--- config.mk ---
export PLATFORM = sky130hd
export DESIGN_NAME = video_input_autoselect_core
export DESIGN_NICKNAME = d
export VERILOG_FILES = /design/src/hw/rtl/vias_pkg.sv /design/src/hw/rtl/vias_window.sv /design/src/hw/rtl/video_input_autoselect_core.sv
export SDC_FILE = /design/constraint.sdc
export NUM_CORES = 1
export LEC_CHECK = 0
export BUFFER_PORTS_ARGS = -buffer_cell sky130_fd_sc_hd__buf_2
export CAP_MARGIN = 25
export CORE_MARGIN = 5
export CORE_UTILIZATION = 65
export DETAILED_ROUTE_END_ITERATION = 8
export GPL_TIMING_DRIVEN = 1
export PLACE_DENSITY = 0.86
export SLEW_MARGIN = 20
export SYNTH_ARGS = -nofsm -noshare
export SYNTH_HDL_FRONTEND = slang
export SYNTH_HIERARCHICAL = 1
export SYNTH_SLANG_ARGS = --single-unit
--- constraint.sdc ---
create_clock -name aclk -period 13.5 [get_ports aclk]
set_input_delay 1.35 -clock aclk [delete_from_list [all_inputs] [get_ports aclk]]
set_output_delay 1.35 -clock aclk [all_outputs]
set_load 0.01 [all_outputs]
--- src/hw/rtl/vias_pkg.sv ---
`timescale 1ns / 1ps
`default_nettype none

package vias_pkg;

    // item kinds
    localparam logic FUNC_TICK   = 1'b0;
    localparam logic FUNC_WINDOW = 1'b1;

    // debounced button codes
    localparam logic [2:0] BTN_NONE       = 3'd0;
    localparam logic [2:0] BTN_RIGHT      = 3'd1;
    localparam logic [2:0] BTN_CENTER     = 3'd2;
    localparam logic [2:0] BTN_LEFT       = 3'd4;
    localparam logic [2:0] BTN_LEFT_RIGHT = 3'd5;

    // configuration register indexes
    localparam logic [1:0] CFG_INPUT_COUNT    = 2'd0;
    localparam logic [1:0] CFG_SYNC_THRESHOLD = 2'd1;
    localparam logic [1:0] CFG_LOST_LIMIT     = 2'd2;

    localparam logic [4:0] INPUT_COUNT_RST    = 5'd8;
    localparam logic [7:0] SYNC_THRESHOLD_RST = 8'd240;
    localparam logic [7:0] LOST_LIMIT_RST     = 8'd120;

    typedef struct packed {
        logic [4:0] choice;
        logic       lost;
        logic [7:0] lost_windows;
        logic       active;
        logic       auto_mode;
        logic       step_down;
        logic       leds_on;
        logic       ready;
        logic [2:0] held;
    } sel_state_t;

    // one-hot mask of an input: byte n>>3, bit order 3,2,1,0,4,5,6,7 within it
    function automatic logic [31:0] mask_of(input logic [4:0] n);
        logic [7:0] b;
        case (n[2:0])
            3'd0:    b = 8'h08;
            3'd1:    b = 8'h04;
            3'd2:    b = 8'h02;
            3'd3:    b = 8'h01;
            3'd4:    b = 8'h10;
            3'd5:    b = 8'h20;
            3'd6:    b = 8'h40;
            default: b = 8'h80;
        endcase
        return {24'd0, b} << {n[4:3], 3'b000};
    endfunction

endpackage

`default_nettype wire

--- src/hw/rtl/vias_window.sv ---
`timescale 1ns / 1ps
`default_nettype none

module vias_window
    import vias_pkg::*;
#(
    parameter int MAX_INPUTS = 24
) (
    input  wire sel_state_t st_i,
    input  wire logic [2:0] buttons_i,
    input  wire logic [7:0] sync_count_i,
    input  wire logic [4:0] input_count_i,
    input  wire logic [7:0] sync_threshold_i,
    input  wire logic [7:0] lost_limit_i,
    output sel_state_t      st_o
);

    localparam logic [5:0] MAX_N = 6'(MAX_INPUTS);

    logic [5:0] count_ext;
    logic [5:0] n_inputs;

    function automatic sel_state_t judge(input sel_state_t s, input logic [7:0] cnt,
                                         input logic [7:0] thr, input logic [7:0] limit);
        sel_state_t r;
        r = s;
        if (cnt < thr && r.auto_mode) begin
            if (r.active) begin
                r.active       = 1'b0;
                r.lost_windows = 8'd1;
            end else if (r.lost_windows != 8'd0) begin
                r.lost_windows = r.lost_windows + 8'd1;
            end
            if (r.lost_windows >= limit) begin
                r.lost         = 1'b1;
                r.lost_windows = 8'd0;
            end
        end else begin
            r.lost         = 1'b0;
            r.lost_windows = 8'd0;
            r.active       = 1'b1;
        end
        return r;
    endfunction

    function automatic logic [4:0] step_next(input logic [4:0] cur, input logic down,
                                             input logic [5:0] n);
        logic [5:0] up;
        logic [5:0] dn;
        logic [5:0] last;
        logic [4:0] r;
        up   = {1'b0, cur} + 6'd1;
        dn   = {1'b0, cur} - 6'd1;
        last = n - 6'd1;
        if (!down) begin
            r = (up >= n) ? 5'd0 : up[4:0];
        end else if (cur == 5'd0) begin
            r = last[4:0];
        end else begin
            r = (dn >= n) ? 5'd0 : dn[4:0];
        end
        return r;
    endfunction

    always_comb begin
        count_ext = {1'b0, input_count_i};
        if (count_ext == 6'd0) begin
            n_inputs = 6'd1;
        end else if (count_ext > MAX_N) begin
            n_inputs = MAX_N;
        end else begin
            n_inputs = count_ext;
        end
    end

    always_comb begin
        sel_state_t s;
        logic       force_step;
        s          = judge(st_i, sync_count_i, sync_threshold_i, lost_limit_i);
        force_step = 1'b0;
        if (s.lost) begin
            s.active = 1'b0;
            s.choice = step_next(s.choice, s.step_down, n_inputs);
            s.ready  = 1'b0;
        end
        if (buttons_i == BTN_NONE) begin
            s.held = BTN_NONE;
        end else if (buttons_i != s.held) begin
            s.held = buttons_i;
            case (buttons_i)
                BTN_CENTER: begin
                    s.auto_mode = !s.auto_mode;
                    s.lost      = 1'b1;
                end
                BTN_LEFT: begin
                    s.step_down = 1'b0;
                    force_step  = 1'b1;
                end
                BTN_RIGHT: begin
                    s.step_down = 1'b1;
                    force_step  = 1'b1;
                end
                BTN_LEFT_RIGHT: begin
                    s.leds_on = !s.leds_on;
                end
                default: begin
                end
            endcase
        end
        // forced step: judge once more, then drop and step regardless
        if (force_step) begin
            s        = judge(s, sync_count_i, sync_threshold_i, lost_limit_i);
            s.active = 1'b0;
            s.lost   = 1'b1;
            s.choice = step_next(s.choice, s.step_down, n_inputs);
            s.ready  = 1'b0;
        end
        st_o = s;
    end

endmodule

`default_nettype wire

--- src/hw/rtl/video_input_autoselect_core.sv ---
// Input selector of a video switch.
// s_ channel: one word per event. s_func 0 is a timer tick carrying the raw
// buttons (bit0 right, bit1 center, bit2 left); s_func 1 ends a sync
// measurement window and carries the sync edge count.
// m_ channel: exactly one result word per input word, in order. Every
// UPDATE_PERIOD-th tick raises m_update_strobe with the enable and LED
// words; otherwise both words are zero.
// cfg_ channel: register writes (0 input count, 1 sync threshold,
// 2 lost window limit), always ready; write only while the block is idle.
// The result word is registered: an accepted word goes to the input register,
// then to the result register. Throughput: one word per cycle while m_ready
// is high, set by the single state update step between those registers.
// When m_ready is low the result register holds and the input register
// still takes one more word; s_ready then drops until the result leaves.
// Reset (aresetn low, synchronous): no pending words, default register
// values, input 0 selected and marked lost, LEDs on, auto mode off.
`timescale 1ns / 1ps
`default_nettype none

module video_input_autoselect_core
    import vias_pkg::*;
#(
    parameter int DEBOUNCE_DEPTH = 8,
    parameter int UPDATE_PERIOD  = 32,
    parameter int HISTORY_DEPTH  = 4,
    parameter int MAX_INPUTS     = 24
) (
    input  wire logic        aclk,
    input  wire logic        aresetn,

    input  wire logic        s_valid,
    output logic             s_ready,
    input  wire logic        s_func,
    input  wire logic [2:0]  s_raw_buttons,
    input  wire logic [7:0]  s_sync_count,

    output logic             m_valid,
    input  wire logic        m_ready,
    output logic [4:0]       m_selected_input,
    output logic             m_sync_lost,
    output logic             m_auto_mode,
    output logic             m_input_leds_on,
    output logic [23:0]      m_enable_word,
    output logic [23:0]      m_led_word,
    output logic             m_update_strobe,
    output logic             m_sample_ready,

    input  wire logic        cfg_valid,
    output logic             cfg_ready,
    input  wire logic [1:0]  cfg_index,
    input  wire logic [7:0]  cfg_data
);

    localparam int PW = (DEBOUNCE_DEPTH > 1) ? $clog2(DEBOUNCE_DEPTH) : 1;
    localparam int TW = (UPDATE_PERIOD > 1) ? $clog2(UPDATE_PERIOD) : 1;
    localparam logic [PW-1:0] POS_LAST   = PW'(DEBOUNCE_DEPTH - 1);
    localparam logic [TW-1:0] PHASE_LAST = TW'(UPDATE_PERIOD - 1);

    logic [4:0]    input_count_reg;
    logic [7:0]    sync_threshold_reg;
    logic [7:0]    lost_limit_reg;

    logic          in_valid_reg;
    logic          in_func_reg;
    logic [2:0]    in_buttons_reg;
    logic [7:0]    in_sync_reg;

    logic [2:0]    ring_reg [DEBOUNCE_DEPTH];
    logic [PW-1:0] pos_reg;
    logic [PW-1:0] pos_next;
    logic [TW-1:0] phase_reg;
    logic [TW-1:0] phase_next;
    logic [4:0]    hist_reg [HISTORY_DEPTH];
    logic [4:0]    hist_next [HISTORY_DEPTH];
    sel_state_t    st_reg;
    sel_state_t    st_next;
    sel_state_t    win_st;

    logic          advance;
    logic          is_tick;
    logic          update_tick;
    logic [2:0]    debounced;
    logic [31:0]   now_mask;
    logic [31:0]   old_mask;
    logic [23:0]   enable_next;
    logic [23:0]   led_next;

    assign cfg_ready = 1'b1;

    assign advance = in_valid_reg && (!m_valid || m_ready);
    assign s_ready = !in_valid_reg || advance;
    assign is_tick = (in_func_reg == FUNC_TICK);

    always_comb begin
        debounced = 3'b111;
        for (int i = 0; i < DEBOUNCE_DEPTH; i++) begin
            debounced = debounced & ring_reg[i];
        end
    end

    vias_window #(
        .MAX_INPUTS(MAX_INPUTS)
    ) u_window (
        .st_i             (st_reg),
        .buttons_i        (debounced),
        .sync_count_i     (in_sync_reg),
        .input_count_i    (input_count_reg),
        .sync_threshold_i (sync_threshold_reg),
        .lost_limit_i     (lost_limit_reg),
        .st_o             (win_st)
    );

    assign pos_next    = (pos_reg == POS_LAST) ? '0 : pos_reg + PW'(1);
    assign phase_next  = (phase_reg == PHASE_LAST) ? '0 : phase_reg + TW'(1);
    assign update_tick = is_tick && (phase_next == '0);

    assign now_mask = mask_of(st_reg.choice);
    assign old_mask = mask_of(hist_reg[HISTORY_DEPTH-1]);

    always_comb begin
        st_next = st_reg;
        hist_next[0] = st_reg.choice;
        for (int i = 1; i < HISTORY_DEPTH; i++) begin
            hist_next[i] = hist_reg[i-1];
        end
        enable_next = 24'd0;
        led_next    = 24'd0;
        if (is_tick) begin
            if (update_tick) begin
                st_next.ready = (now_mask == old_mask);
                enable_next   = now_mask[23:0] | old_mask[23:0];
                led_next      = (st_reg.leds_on && !st_reg.lost) ? enable_next : 24'd0;
            end
        end else if (st_reg.ready) begin
            st_next = win_st;
        end
    end

    always_ff @(posedge aclk) begin
        if (!aresetn) begin
            input_count_reg    <= INPUT_COUNT_RST;
            sync_threshold_reg <= SYNC_THRESHOLD_RST;
            lost_limit_reg     <= LOST_LIMIT_RST;
        end else if (cfg_valid) begin
            case (cfg_index)
                CFG_INPUT_COUNT:    input_count_reg    <= cfg_data[4:0];
                CFG_SYNC_THRESHOLD: sync_threshold_reg <= cfg_data;
                CFG_LOST_LIMIT:     lost_limit_reg     <= cfg_data;
                default: begin
                end
            endcase
        end
    end

    always_ff @(posedge aclk) begin
        if (!aresetn) begin
            in_valid_reg <= 1'b0;
        end else if (s_ready) begin
            in_valid_reg <= s_valid;
        end
    end

    always_ff @(posedge aclk) begin
        if (s_ready && s_valid) begin
            in_func_reg    <= s_func;
            in_buttons_reg <= s_raw_buttons;
            in_sync_reg    <= s_sync_count;
        end
    end

    always_ff @(posedge aclk) begin
        if (!aresetn) begin
            for (int i = 0; i < DEBOUNCE_DEPTH; i++) begin
                ring_reg[i] <= 3'd0;
            end
            for (int i = 0; i < HISTORY_DEPTH; i++) begin
                hist_reg[i] <= 5'd0;
            end
            pos_reg   <= '0;
            phase_reg <= '0;
            st_reg    <= '{choice: 5'd0, lost: 1'b1, lost_windows: 8'd0, active: 1'b0,
                           auto_mode: 1'b0, step_down: 1'b0, leds_on: 1'b1,
                           ready: 1'b0, held: BTN_NONE};
        end else if (advance) begin
            if (is_tick) begin
                pos_reg            <= pos_next;
                ring_reg[pos_next] <= in_buttons_reg;
                phase_reg          <= phase_next;
                if (update_tick) begin
                    hist_reg <= hist_next;
                end
            end
            st_reg <= st_next;
        end
    end

    always_ff @(posedge aclk) begin
        if (!aresetn) begin
            m_valid <= 1'b0;
        end else if (advance) begin
            m_valid <= 1'b1;
        end else if (m_ready) begin
            m_valid <= 1'b0;
        end
    end

    // result word
    always_ff @(posedge aclk) begin
        if (advance) begin
            m_selected_input <= st_next.choice;
            m_sync_lost      <= st_next.lost;
            m_auto_mode      <= st_next.auto_mode;
            m_input_leds_on  <= st_next.leds_on;
            m_enable_word    <= enable_next;
            m_led_word       <= led_next;
            m_update_strobe  <= update_tick;
            m_sample_ready   <= st_next.ready;
        end
    end

endmodule

`default_nettype wire
==> results.py, run 1 <==
metrics = {
    "clock_tree": {
        "cts_hold_buffers": 0,
        "cts.path.max_buffers": 2,
        "clk_latency_ns": 0.44,
        "cts_buffers": 17,
        "cts_tree": "done",
        "post_cts_buffers": 0,
        "cts_root_buffer": "clkbuf_16",
        "htreeDepth": 4,
        "clk_pin_slew_worst_paths_ns": 0.07,
        "clock-sinks": 167,
        "cts_resized": 0,
    },
    "placed_design": {
        "placed_cells": 1312,
        "portBuffers": 86,
        "place_hpwl_mm": 16.4,
        "gp_congestion": 0.979,
    },
    "final_layout": {
        "utilization": 0.731,
        "seq_area_um2": 4280,
        "fillers": 1126,
        "fin_cells": 1344,
        "final_layout_size_suffix_gt1_frac": 0.130,
        "area_delta_synth_final_pct": 10.3,
        "diodes": 0,
        "multi_input_area_um2": 5390,
        "fin_nets": 1226,
    },
    "grt": {
        "antenna_found_initial": 0,
        "grt_pass1_vias": 7732,
        "grt_max_degree": 85,
        "grt_pass1_wl_mm": 38.0,
        "grt.total_usage": 0.259,
        "grt.overflow.total": 0,
    },
    "timing": {
        "period_share": 0.433,
        "max_freq_mhz": 171,
        "finalClockSkew_ns": 0.0107,
        "drv_slew": 0,
        "whs_ns": 0.457,
        "rsz0062_at_grt": "false",
        "worst_slew_pin_slew_ns": 1.04,
        "finalSetupViolCount": 0,
        "fin_crit_ns": 5.84,
        "maxSlewHeadroom": 0.305,
        "fin_tns_setup_ns": 0,
        "hold_violations": 0,
    },
    "yosys": {
        "yosysUniqueCellTypes": 88,
        "yosys.area_share.adder": 0.0977,
        "avgSynthCellArea_um2": 9.48,
        "synth_top_family_by_area": "simple AND/OR/NAND/NOR gates",
        "synth_largest_area_cell": "edfxtp_1",
        "synth_top_area_share": 0.279,
        "synth_edf_count": 94,
        "synth-xor-area-share": 0.0277,
        "synthSimpleGateAreaFrac": 0.237,
        "syn_nets": 1173,
        "synth.most_common_cell": "nand2_1",
        "ys_top_cells_by_area": "edfxtp_1, dfxtp_1, ha_1",
        "ys_async_sr_fraction": 0,
        "postSynthCellCount": 1067,
        "yosys_warnings": 6,
        "ys_seq_elements": 167,
        "seq_area_frac_synth": 0.423,
        "synth_common_cells": "nand2_1, edfxtp_1, ha_1",
        "ys.flop_type": "edfxtp_1",
        "netlist_area_um2": 10100,
        "synth-compound-area-share": 0.116,
        "synth.area.mux_share": 0.0529,
    },
    "pwr": {
        "totalPowerFinal_mw": 1.08,
        "vdd_drop_max_mv": 0.110,
        "power_leakage_nw": 4.52,
        "p_per_area_nw_per_um2": 96.7,
    },
    "worst_setup_path": {
        "slowest_delay_ns": 0.90,
        "cp.required_ns": 13.67,
        "cp_common_cell": "ha_1",
        "worstReg2RegEnd": "m_selected_input[3]",
        "end_kind": "flip-flop",
        "worstSetupStartpointType": "flip-flop",
        "crit_path_max_fanout": 25,
        "path_cells": "ha_1 -> nand3_1 -> xnor2_1 -> inv_1 -> ha_1 -> nand2_1 -> o21ai_0 -> o31ai_1 -> a311oi_4 -> nand4_1 -> xor2_1 -> ha_1 -> nand2_1 -> o21ai_0 -> or2_2 -> o311ai_1 -> and3_1 -> a211o_1 -> mux2_1",
        "crit_arrival_ns": 6.02,
        "timing.rr.start": "hist_next[16]",
        "critPathSlowestCell": "dfxtp_1",
        "critPathKind": "flip-flop to flip-flop",
        "reg2reg_setup_slack_ns": 7.66,
        "path_buf_inv": 1,
        "reg2regPathDepth": 19,
        "cpLargestDelayFamily": "compound AO/OA/AOI/OAI gates",
    },
    "min_path": {
        "hold_path_class": "flip-flop to flip-flop",
        "min-delay-start": "lost_limit_reg[7]",
        "worstHoldEndpoint": "lost_limit_reg[7]",
        "hold_path_depth": 2,
    },
    "detailed_routing": {
        "routed_wirelength_mm": 23.0,
        "wl_per_cell_um": 17.1,
        "detail-route-antenna-nets": 0,
        "drc": 0,
        "first_pass_iters": 5,
        "num_vias": 8112,
        "drtIter0Drc": 717,
        "vias_per_cell": 6.04,
    },
    "job": {
        "max_cap_violations": 0,
    },
    "floorplanning": {
        "start_util": 0.663,
        "die_w_um": 135,
        "core_region_area_um2": 15300,
        "rows": 45,
        "io_pins": 88,
        "die_h_um": 135,
        "dieArea_um2": 18200,
    },
    "run_status": {
        "status": "complete, no violations",
    },
}
## how the worst max path moves through the flow
stage / from / to / slack, ns / cells past startpoint
after floorplan: st_reg[10] / m_selected_input[3] / 8.26 / 24
after global placement: st_reg[10] / st_reg[12] / 7.91 / 26
after global routing: st_reg[10] / st_reg[12] / 7.17 / 26
after detailed placement: st_reg[10] / st_reg[12] / 7.77 / 26
after CTS: st_reg[10] / st_reg[12] / 7.73 / 26
final: hist_next[16] / m_selected_input[3] / 7.66 / 19
## layout by cell type (no fill, tap or decap), types with 9 or more instances in the layout
master | netlist | layout
nor3_1 | 44 | 44
buf_2 | 1 | 86
nand2b_1 | 18 | 18
ha_1 | 79 | 79
xor2_1 | 15 | 15
and2_1 | 28 | 28
a21oi_1 | 22 | 22
nor2_1 | 67 | 66
o21ai_1 | 12 | 12
dfxtp_1 | 73 | 73
o211ai_1 | 9 | 9
inv_1 | 50 | 50
nor2b_1 | 45 | 45
nor3b_1 | 14 | 14
mux2i_1 | 40 | 40
nand4_1 | 12 | 12
o21ai_0 | 13 | 13
nand3_1 | 39 | 39
xnor2_1 | 17 | 17
and3_1 | 10 | 10
a21boi_1 | 28 | 28
nand2_1 | 146 | 146
edfxtp_1 | 94 | 94
clkbuf_16 | 0 | 18
a21o_1 | 14 | 14
## area by class of cell
cell class / count / area share
Inverter: 52 / 0.0175
Clock buffer: 19 / 0.0407
Sequential cell: 167 / 0.384
Timing Repair Buffer: 91 / 0.0419
Tap cell: 211 / 0.0237
Multi-Input combinational cell: 791 / 0.483
Clock inverter: 13 / 0.00942
## worst min-delay path: stages (launching register included)
cell      delay, ns
dfxtp_1        0.31
nand2_1        0.05
a21boi_1       0.05
## layer usage
layer	vias up	routed length (um)	global-route usage
met5	-	0	0
met4	0	444	0.0724
met3	47	1570	0.0447
met2	331	11200	0.436
met1	3807	9840	0.345
li1	3927	-	-
## power by group
group | internal, mW | total, mW | switching (mW)
logic | 0.0222 | 0.0566 | 0.0344
registers | 0.552 | 0.559 | 0.00769
clock network | 0.251 | 0.463 | 0.212
## stage by stage
stage	setup slack [ns]	area, um2
floorplan	8.26	10100
global placement	7.91	10600
detailed placement	7.77	10600
CTS	7.73	11200
global route	7.17	11200
finish	7.66	11200
## cells by family (layout without fill, tap and decap cells)
family,count (synthesis),count (layout)
muxes,51,51
DFF,167,167
AOI/OAI and AO/OA,161,161
adders and majority gates,79,79
and+or+nand+nor,467,467
other,1,1
buffers and inverters,109,175
xor gates and xnor gates,32,32
Power figures use the tool's default switching activity.
==> run 2, diff against run 1 <==
- CORE_UTILIZATION: 65 -> 61
- PLACE_DENSITY: 0.86 -> 0.81
- clock period: 13.5 -> 5.9 ns (I/O delays scaled with it)
==> results.py, run 2 (synthesis gave the netlist of run 1 again) <==
metrics = {
    "floorplanning": {
        "io_pins": 88,
        "die_w_um": 139,
        "dieArea_um2": 19300,
        "rows": 47,
        "start_util": 0.617,
        "die_h_um": 139,
        "core_region_area_um2": 16400,
    },
    "detailed_routing": {
        "drc": 0,
        "vias_per_cell": 5.93,
        "routed_wirelength_mm": 22.6,
        "first_pass_iters": 5,
        "drtIter0Drc": 683,
        "wl_per_cell_um": 16.6,
        "num_vias": 8077,
        "detail-route-antenna-nets": 0,
    },
    "pwr": {
        "power_leakage_nw": 4.58,
        "vdd_drop_max_mv": 0.220,
        "totalPowerFinal_mw": 2.49,
        "p_per_area_nw_per_um2": 221,
    },
    "worst_setup_path": {
        "worstSetupStartpointType": "flip-flop",
        "crit_path_max_fanout": 9,
        "end_kind": "flip-flop",
        "cp.required_ns": 6.26,
        "crit_arrival_ns": 5.83,
        "critPathSlowestCell": "o31ai_1",
        "startpoint": "st_reg[8]",
        "reg2regPathDepth": 26,
        "timing.rr.start": "st_reg[8]",
        "critPathKind": "flip-flop to flip-flop",
        "slowest_delay_ns": 0.59,
    },
    "placed_design": {
        "detailed_place.area_um2": 10700,
        "placed_cells": 1328,
        "dp_slack_ns": 0.305,
        "place_hpwl_mm": 16.0,
        "gp_congestion": 0.924,
        "portBuffers": 86,
    },
    "grt": {
        "grt_pass1_wl_mm": 37.5,
        "grt.overflow.total": 0,
        "grt_max_degree": 85,
        "grt_use_met2": 0.377,
        "grt_pass1_vias": 7553,
        "antenna_found_initial": 0,
        "grt.total_usage": 0.234,
        "busiest_layer": "met2",
        "grtUsageMet1": 0.311,
        "use_met3": 0.0534,
    },
    "final_layout": {
        "final_layout_size_suffix_gt1_frac": 0.142,
        "utilization": 0.688,
        "fin_nets": 1235,
        "diodes": 0,
        "area_delta_synth_final_pct": 11.5,
        "layout_commonest_cell": "nand2_1",
        "layout_common_cells": "nand2_1, edfxtp_1, buf_2",
        "final_cell_area_um2": 11300,
        "fin_cells": 1362,
    },
    "clock_tree": {
        "cts_buffers": 17,
        "cts_root_buffer": "clkbuf_16",
        "cts_hold_buffers": 0,
        "clk_latency_ns": 0.43,
        "htreeDepth": 4,
        "clock-sinks": 167,
        "cts.path.max_buffers": 2,
        "clk_pin_slew_worst_paths_ns": 0.07,
        "cts_tree": "done",
    },
    "timing": {
        "maxSlewHeadroom": 0.314,
        "finalSetupViolCount": 0,
        "hold_violations": 0,
        "rsz0062_at_grt": "true",
        "drv_slew": 0,
        "finalClockSkew_ns": 0.00919,
        "whs_ns": 0.330,
        "fin_tns_setup_ns": 0,
        "fin_crit_ns": 5.47,
        "max_freq_mhz": 183,
        "period_share": 0.927,
        "fin_ws_ns": 0.432,
        "worst_slew_pin_slew_ns": 1.03,
    },
    "min_path": {
        "min-delay-start": "s_raw_buttons[2]",
        "hold_path_class": "primary input to flip-flop",
        "hold_path_depth": 1,
    },
    "job": {
        "max_cap_violations": 0,
    },
    "run_status": {
        "status": "complete, no violations",
    },
}
## run 2: area by class of cell
class / instances / area [um2]
Fill cell: 1318 / 5120
Sequential cell: 167 / 4290
Clock inverter: 14 / 144
Timing Repair Buffer: 100 / 536
Tap cell: 220 / 275
Clock buffer: 18 / 429
Inverter: 52 / 195
Multi-Input combinational cell: 791 / 5420
## run 2: critical path: cells and delay by family, from the launching register on
| kind | cells | cell delay, ns |
|---|---|---|
| AO/OA/AOI/OAI | 14 | 3.02 |
| adder cells (fa/ha/maj) | 4 | 0.86 |
| AND/OR/NAND/NOR | 5 | 0.69 |
| flip-flops | 1 | 0.39 |
| buffers and inverters | 2 | 0.25 |
| XOR/XNOR | 1 | 0.19 |
## run 2: final timing paths
path                            slack, ns                 to
worst min-delay path                 0.33  in_buttons_reg[2]
worst max register to register       0.43         st_reg[15]
worst min register to register       0.46  lost_limit_reg[7]
worst max-delay path                 0.43         st_reg[15]
## run 2: power breakdown
part,internal (mW),leakage (nW),total [mW],switching [mW]
clock,0.594,0.274,1.08,0.487
sequential,1.26,1.47,1.28,0.0176
combinational,0.0511,2.83,0.129,0.0783
total,1.91,4.58,2.49,0.583
## run 2: what timing repair did
item / in CTS / in global routing
buffers inserted: 0 / 2
setup endpoints to repair: 0 / 15
gates resized for setup: 0 / 8
## run 2: metal layers
| layer | share of wire | routed length, um |
|---|---|---|
| met5 | 0 | 0 |
| met3 | 0.081 | 1830 |
| met1 | 0.43 | 9690 |
| met4 | 0.027 | 614 |
| met2 | 0.46 | 10500 |
==> run 3, diff against run 2 <==
- PLACE_DENSITY: 0.81 -> 0.85
- clock period: 5.9 -> 6 ns (I/O delays scaled with it)
==> results.py, run 3 (synthesis gave the netlist of run 1 again) <==
metrics = {
    "placed_design": {
        "placed_cells": 1326,
        "portBuffers": 86,
        "place_hpwl_mm": 16.2,
        "gp_congestion": 0.973,
    },
    "clock_tree": {
        "cts_tree": "done",
        "cts_hold_buffers": 0,
        "clk_pin_slew_worst_paths_ns": 0.07,
        "htreeDepth": 4,
        "clock-sinks": 167,
        "post_cts_buffers": 0,
        "cts.path.max_buffers": 2,
        "clk_latency_ns": 0.44,
        "cts_root_buffer": "clkbuf_16",
        "cts_buffers": 17,
    },
    "detailed_routing": {
        "drtIter0Drc": 989,
        "num_vias": 8092,
        "routed_wirelength_mm": 22.5,
        "detail-route-antenna-nets": 0,
        "vias_per_cell": 5.96,
        "wl_per_cell_um": 16.5,
        "drc": 0,
        "first_pass_iters": 7,
    },
    "timing": {
        "fin_tns_setup_ns": 0,
        "finalClockSkew_ns": 0.00995,
        "hold_violations": 0,
        "max_freq_mhz": 174,
        "whs_ns": 0.334,
        "fin_crit_ns": 5.75,
        "maxSlewHeadroom": 0.353,
        "worst_slew_pin_slew_ns": 0.971,
        "period_share": 0.958,
        "finalSetupViolCount": 0,
        "drv_slew": 0,
    },
    "worst_setup_path": {
        "worstSetupStartpointType": "flip-flop",
        "cp_common_cell": "ha_1",
        "crit_path_max_fanout": 9,
        "reg2reg_setup_slack_ns": 0.25,
        "startpoint": "st_reg[10]",
        "path_buf_inv": 2,
        "timing.rr.start": "st_reg[10]",
        "path_cells": "nor4_2 -> a31o_2 -> nand2b_1 -> inv_1 -> ha_1 -> or4_4 -> a21oi_2 -> o311ai_2 -> and3_4 -> mux2_2 -> inv_1 -> ha_1 -> nand4_1 -> xor2_1 -> ha_1 -> nand2_1 -> o21ai_0 -> or2_2 -> o311ai_1 -> and3_1 -> a211o_1 -> mux2_1",
        "end_kind": "flip-flop",
        "critPathSlowestCell": "or4_4",
        "cp.required_ns": 6.18,
        "critPathKind": "flip-flop to flip-flop",
        "slowest_delay_ns": 0.51,
        "crit_arrival_ns": 5.92,
        "cpLargestDelayFamily": "simple AND/OR/NAND/NOR gates",
    },
    "final_layout": {
        "utilization": 0.686,
        "area_delta_synth_final_pct": 11.2,
        "layout_common_cells": "nand2_1, edfxtp_1, buf_2",
        "diodes": 0,
        "multi_input_area_um2": 5410,
        "fin_cells": 1358,
        "fillers": 1231,
        "layout_commonest_cell": "nand2_1",
        "seq_area_um2": 4280,
        "fin_nets": 1231,
        "final_layout_size_suffix_gt1_frac": 0.138,
    },
    "grt": {
        "grt_max_degree": 60,
        "grt.overflow.total": 0,
        "antenna_found_initial": 0,
        "grt_pass1_vias": 7650,
        "grt_pass1_wl_mm": 37.9,
        "grt.total_usage": 0.236,
    },
    "floorplanning": {
        "rows": 47,
        "core_region_area_um2": 16400,
        "start_util": 0.617,
        "dieArea_um2": 19300,
        "die_h_um": 139,
        "die_w_um": 139,
        "io_pins": 88,
    },
    "pwr": {
        "seqPwrFrac": 0.514,
        "intPower_mw": 1.85,
        "vdd_drop_max_mv": 0.201,
        "swShare": 0.245,
        "totalPowerFinal_mw": 2.45,
        "power_frac_comb": 0.052,
        "p_per_area_nw_per_um2": 217,
        "p_switching_mw": 0.601,
        "power_frac_clock": 0.434,
        "power_leakage_nw": 4.56,
    },
    "min_path": {
        "hold_path_class": "primary input to flip-flop",
        "min-delay-start": "s_func",
    },
    "run_status": {
        "status": "complete, no violations",
    },
    "job": {
        "max_cap_violations": 0,
    },
}
run 3: cell types whose count changed in the layout (fill, tap and decap cells not counted), sizes merged:
cell,change
buf,-4
clkbuf,-1
clkinv,+3
clkinvlp,-1
bufinv,-1
run 3: final cells by class:
| cell class | instances | area share |
|---|---|---|
| well taps | 220 | 0.0245 |
| inverters | 52 | 0.0173 |
| clock buffers | 17 | 0.0378 |
| clock inverters | 15 | 0.0141 |
| multi-input cells | 791 | 0.481 |
| repair buffers | 96 | 0.0449 |
| flip-flops and latches | 167 | 0.381 |
run 3: final timing paths:
path | to | cells after the start
setup reg to reg | m_selected_input[3] | 22
hold / removal | in_func_reg | 1
hold reg to reg | lost_limit_reg[7] | 2
setup / recovery | m_selected_input[3] | 22
run 3: power by group through the flow:
stage                     Sequential, mW  Clock [mW]  Combinational [mW]
final                               1.26        1.06               0.127
after global routing                1.26        1.14               0.140
after CTS                           1.26        1.08               0.127
after detailed placement            1.28           0               0.126
after global placement              1.28           0               0.123
after floorplan                     1.29           0              0.0705
run 3: stage by stage:
step	worst slack [ns]	cell area (um2)
2_1_floorplan	0.755	10100
3_3_place_gp	0.573	10600
3_5_place_dp	0.332	10600
4_1_cts	0.301	11200
5_1_grt	-0.0295	11300
6_report	0.254	11300
run 3: timing repair:
item / CTS / global route
setup endpoints to repair: 0 / 9
endpoints found under the hold margin: 0 / 0
gates resized for setup: 0 / 3
run 3: layer usage:
layer	track usage	part of all wire	wire, um
met1	0.315	0.43	9560
met2	0.389	0.48	10700
met3	0.0486	0.077	1720
met4	0.0736	0.022	501
met5	0	0	0
